**src/design/tpap_pkg.sv**
```systemverilog
`timescale 1ns / 1ps

package tpap_pkg;

	localparam int FRAC_BITS     = 16;
	localparam int PRESSURE_BITS = 8;

	localparam int VAL_W  = 32;
	localparam int PROD_W = 2 * VAL_W;
	// clipped factor before the pressure multiply
	localparam int F_W    = PROD_W - FRAC_BITS;
	localparam int TOT_W  = F_W + VAL_W;

	// divider: magnitude of (z - low_bound) * slope over the bound span
	localparam int NUM_W      = PRESSURE_BITS + VAL_W;
	localparam int DIV_BPS    = 4;
	localparam int DIV_STAGES = (NUM_W + DIV_BPS - 1) / DIV_BPS;
	localparam int DIV_W      = DIV_STAGES * DIV_BPS;

	localparam int IN_DATA_W  = ((2 * VAL_W + PRESSURE_BITS + 7) / 8) * 8;
	localparam int OUT_DATA_W = VAL_W;
	localparam int CFG_IDX_W  = 3;

	localparam logic [CFG_IDX_W-1:0] REG_MOTION_GAIN    = 3'd0;
	localparam logic [CFG_IDX_W-1:0] REG_UPPER_CLIP     = 3'd1;
	localparam logic [CFG_IDX_W-1:0] REG_LOWER_CLIP     = 3'd2;
	localparam logic [CFG_IDX_W-1:0] REG_PRESS_LO_BOUND = 3'd3;
	localparam logic [CFG_IDX_W-1:0] REG_PRESS_HI_BOUND = 3'd4;
	localparam logic [CFG_IDX_W-1:0] REG_PRESS_LO_FACT  = 3'd5;
	localparam logic [CFG_IDX_W-1:0] REG_PRESS_HI_FACT  = 3'd6;
	localparam logic [CFG_IDX_W-1:0] REG_PRESS_ENABLE   = 3'd7;

	typedef enum logic [2:0] {
		PSEL_LOW    = 3'b001,
		PSEL_HIGH   = 3'b010,
		PSEL_INTERP = 3'b100
	} psel_t;

	typedef struct packed {
		logic [F_W-1:0] f;
		psel_t          psel;
		logic           neg;
	} tpap_side_t;

	typedef struct packed {
		logic [DIV_W-1:0]         num;
		logic [PRESSURE_BITS-1:0] rem;
		logic [PRESSURE_BITS-1:0] dvs;
		tpap_side_t               side;
	} tpap_div_t;

endpackage

```
**src/design/tpap_div_pipe.sv**
```systemverilog
`timescale 1ns / 1ps

module tpap_div_pipe (
	input  logic               clk,
	input  logic               arst_n,
	input  logic               in_valid,
	output logic               in_ready,
	input  tpap_pkg::tpap_div_t in_data,
	output logic               out_valid,
	input  logic               out_ready,
	output tpap_pkg::tpap_div_t out_data
);
	import tpap_pkg::*;

	// one restoring step: numerator shifts out at the top, quotient bit in at the bottom
	function automatic tpap_div_t div_step(input tpap_div_t w);
		logic [PRESSURE_BITS:0] t;
		logic                   qb;
		tpap_div_t              r;
		t  = {w.rem, w.num[DIV_W-1]};
		qb = (t >= {1'b0, w.dvs});
		if (qb) t = t - {1'b0, w.dvs};
		r      = w;
		r.rem  = t[PRESSURE_BITS-1:0];
		r.num  = {w.num[DIV_W-2:0], qb};
		return r;
	endfunction

	logic      [DIV_STAGES-1:0] v_q;
	logic      [DIV_STAGES:0]   rdy;
	tpap_div_t                  d_q [DIV_STAGES];
	tpap_div_t                  nxt [DIV_STAGES];

	assign rdy[DIV_STAGES] = out_ready;
	assign in_ready  = rdy[0];
	assign out_valid = v_q[DIV_STAGES-1];
	assign out_data  = d_q[DIV_STAGES-1];

	for (genvar k = 0; k < DIV_STAGES; k++) begin : g_stage
		logic      prev_v;
		tpap_div_t prev_d;

		if (k == 0) begin : g_first
			assign prev_v = in_valid;
			assign prev_d = in_data;
		end else begin : g_next
			assign prev_v = v_q[k-1];
			assign prev_d = d_q[k-1];
		end

		assign rdy[k] = !v_q[k] || rdy[k+1];

		always_comb begin
			tpap_div_t w;
			w = prev_d;
			for (int b = 0; b < DIV_BPS; b++) w = div_step(w);
			nxt[k] = w;
		end

		always_ff @(posedge clk or negedge arst_n) begin
			if (!arst_n) begin
				v_q[k] <= 1'b0;
			end else if (rdy[k]) begin
				v_q[k] <= prev_v;
			end
		end

		always_ff @(posedge clk) begin
			if (rdy[k] && prev_v) begin
				d_q[k] <= nxt[k];
			end
		end
	end

endmodule

```
**config.mk**
```make
export PLATFORM = sky130hd
export DESIGN_NAME = tpap_div_pipe
export DESIGN_NICKNAME = d
export VERILOG_FILES = /design/src/design/tpap_pkg.sv /design/src/design/tpap_div_pipe.sv
export SDC_FILE = /design/constraint.sdc
export NUM_CORES = 2
export LEC_CHECK = 0
export BUFFER_PORTS_ARGS = -buffer_cell sky130_fd_sc_hd__buf_2
export CAP_MARGIN = 20
export CORE_ASPECT_RATIO = 0.7
export CORE_UTILIZATION = 45
export CTS_CLUSTER_SIZE = 28
export DETAILED_ROUTE_END_ITERATION = 10
export SYNTH_ARGS = -nofsm -noshare
export SYNTH_HDL_FRONTEND = slang
export SYNTH_SLANG_ARGS = --single-unit
```
**constraint.sdc**
```tcl
create_clock -name clk -period 8.44 [get_ports clk]
set_clock_uncertainty 0.2 [all_clocks]
set_input_delay 0.422 -clock clk [delete_from_list [all_inputs] [get_ports clk]]
set_output_delay 0.422 -clock clk [all_outputs]
set_load 0.005 [all_outputs]
```
==> results.py <==
metrics = {
    "critical_path": {
        "cp-end-kind": "register",
        "required_ns": 8.67,
        "path_buf_inv": 2,
        "cpMaxStageDelayCell": "edfxtp_1",
        "worstSetupPathType": "reg2reg",
        "cp_common_cell": "ha_1",
        "critPathArrivalTime_ns": 8.34,
        "slowest_delay_ns": 0.48,
        "crit_path_start_kind": "register",
        "cpLargestDelayFamily": "compound AO/OA/AOI/OAI gates",
        "worst-path-max-fanout": 10,
    },
    "clocking": {
        "cts_buffer_depth": 3,
        "clkTransAtPathRegs_ns": 0.07,
        "cts_tree": "built",
        "cts_max_level": 3,
        "clk_latency_ns": 0.70,
        "cts_buffers": 101,
        "cts_root_buf": "clkbuf_16",
        "numClockSinks": 1090,
    },
    "placed_design": {
        "place.gp.congestion": 0.906,
        "placed_area_sq_um": 56500,
        "portBuffers": 221,
        "dp_hpwl_microns": 80900,
    },
    "drt": {
        "routedWlPerCell_microns": 19.0,
        "vias_per_cell": 5.19,
        "via_count": 30700,
        "top_layer": "met4",
        "route.met2.wl_microns": 47900,
        "route.met3.wl_microns": 6340,
        "ant_nets": 0,
        "drt-total-wl_microns": 113000,
        "drc": 0,
        "wl_met1_microns": 56700,
        "dr.pass1.iters": 5,
        "drtIter0Drc": 2013,
    },
    "synthesis": {
        "synthTopCellsByArea": "edfxtp_1 64%, ha_1 8.0%, inv_1 2.0%",
        "synth_cells": 3518,
        "synth_ff_type": "edfxtp_1",
        "yosys.area.top_type": "edfxtp_1",
        "ys_types": 88,
        "synth_nets": 3990,
        "ys_seq_area_share_pct": 64.9,
        "synth_edf_count": 1080,
        "synth_area_sq_um": 50300,
        "postSynth.asyncResetShare_pct": 0.917,
        "yosysWarningCount": 0,
        "syn_avg_cell_area_sq_um": 14.3,
        "synth_top_area_share_pct": 64.5,
        "synth.ff_latch_count": 1090,
    },
    "final_layout": {
        "area_growth_pct": 22.5,
        "drive_above_1_share_pct": 24.9,
        "fin_util_pct": 55.6,
        "nets": 4847,
        "num_antenna_cells": 0,
        "stdcell_area_sq_um": 61600,
    },
    "global_route": {
        "grt_overflow": 0,
        "grt_usage_pct": 19.7,
        "antenna_found_initial": 3,
        "grt_pass1_vias": 29900,
        "grt_pass1_wl_microns": 172000,
        "grt_start_max_net_pins": 69,
    },
    "timing": {
        "fin_crit_sh_pct": 96.2,
        "holdWs_ns": 0.0682,
        "timing.slew.headroom_pct": 29.2,
        "fmax_ghz": 0.123,
        "hold_viol_final": 0,
        "setup_viol": 0,
        "slew_violations": 0,
        "worst_pin_slew_ns": 1.06,
        "min_period_ns": 8.12,
    },
    "die": {
        "die_w_microns": 402,
        "row_count": 102,
        "die_area_sq_um": 113000,
        "initial_core_util_pct": 45.4,
        "boundaryPins": 222,
        "core_area_sq_um": 111000,
        "die_h_microns": 282,
    },
    "status": {
        "status": "finished clean",
    },
    "min_path": {
        "hold_class": "in2reg",
    },
    "run": {
        "maxCapViolCount": 0,
    },
}
## per-stage QoR
stage               setup slack [ns]  TNS [ns]  cells
floorplan                    -0.0341   -0.0341   3518
global placement              -0.298     -2.33   5592
detailed placement            -0.308     -5.06   5592
CTS                         0.000529         0   5887
global route                 -0.0443    -0.404   5918
finish                         0.323         0   5918
## Yosys cell counts (all sizes together), types with 9 or more instances
master and n:
o31ai 17, o211ai 23, xnor2 110, mux2 93
a221oi 11, nor2b 75, o21a 61, inv 275
nand2 139, o21bai 17, dfrtp 10, o21ai 163
nand4 50, mux2i 44, fa 40, nor2 192
and2 28, o31a 20, o221ai 22, and3 12
nand3 55, a31oi 16, or2 23, o211a 10
a21o 65, clkbuf 22, a21boi 10, ha 320
nor3 63, nand2b 41, edfxtp 1080, nand3b 9
a221o 22, nor4 9, a21oi 158, xor2 72
a211oi 19, or3 17
## final timing paths
check	cells after the start	slack, ns	endpoint	from
worst max-delay path	33	0.32	d_q[7][67]	d_q[6][60]
worst min-delay path	2	0.07	d_q[0][71]	in_data[67]
worst max register to register	33	0.32	d_q[7][67]	d_q[6][60]
worst min register to register	0	0.20	d_q[9][11]	d_q[8][11]
max in group asynchronous	3	7.15	g_stage[1].prev_v	arst_n
min in group asynchronous	3	0.56	g_stage[9].prev_v	arst_n
## routing by layer
layer	vias up	track usage, %
li1	15100	-
met1	14800	30.1
met2	679	28.9
met3	118	4.02
met4	0	3.93
met5	-	0
## cell type report
| class | count | area [sq um] |
|---|---|---|
| clock buffer | 121 | 2620 |
| clock inverter | 69 | 638 |
| fill | 9111 | 49100 |
| inverter | 278 | 1050 |
| multi-input combinational | 2122 | 17200 |
| sequential | 1090 | 32700 |
| tap | 1456 | 1820 |
| timing repair buffer | 782 | 5630 |
## cell families (layout without fill, tap and decap cells)
family                     after synthesis  after routing  share of synthesized area (%)
and+or+nand+nor                        730            730                           7.30
AOI/OAI and AO/OA                      712            713                           9.70
xor gates and xnor gates               182            182                           3.17
muxes                                  137            137                           3.02
buffers and inverters                  307           1250                           2.32
DFF                                   1090           1090                           64.9
adders and majority gates              360            360                           9.55
## flip-flops by register name, indices dropped and copies added, names as in the netlist
register / flops
g_stage.prev_v: 9
out_valid: 1
d_q: 1080
## what timing repair did
| item | 4_1_cts | 5_1_grt |
|---|---|---|
| pin swaps | 3 | 37 |
| setup endpoints to repair | 30 | 90 |
| hold buffers | 102 | 0 |
| gates cloned | 0 | 2 |
| endpoints found under the hold margin | 113 | 0 |
| resized for setup | 14 | 167 |
| buffers inserted | 3 | 29 |
## layout by cell type (no fill, tap or decap), drive strengths merged, types with 11 or more instances in the layout
cell type | netlist | routed
fa | 40 | 40
mux2 | 93 | 93
o31ai | 17 | 17
o221ai | 22 | 22
and2 | 28 | 28
a21oi | 158 | 158
or2 | 23 | 23
edfxtp | 1080 | 1080
nor3 | 63 | 63
nor2 | 192 | 192
ha | 320 | 320
xnor2 | 110 | 110
clkbuf | 22 | 121
a21o | 65 | 65
inv | 275 | 283
a221oi | 11 | 11
dlygate4sd3 | 0 | 102
o21bai | 17 | 17
mux2i | 44 | 44
o31a | 20 | 20
nand2b | 41 | 41
a221o | 22 | 22
o21ai | 163 | 164
nand2 | 139 | 139
or3 | 17 | 17
o21a | 61 | 61
nand3 | 55 | 55
nand4 | 50 | 50
a31oi | 16 | 16
buf | 7 | 680
clkinv | 3 | 49
a211oi | 19 | 19
nor2b | 75 | 75
and3 | 12 | 12
xor2 | 72 | 72
o211ai | 23 | 23
Power is not shown: default switching activity piles up to over one toggle a cycle in this logic, so the estimate is an artifact.
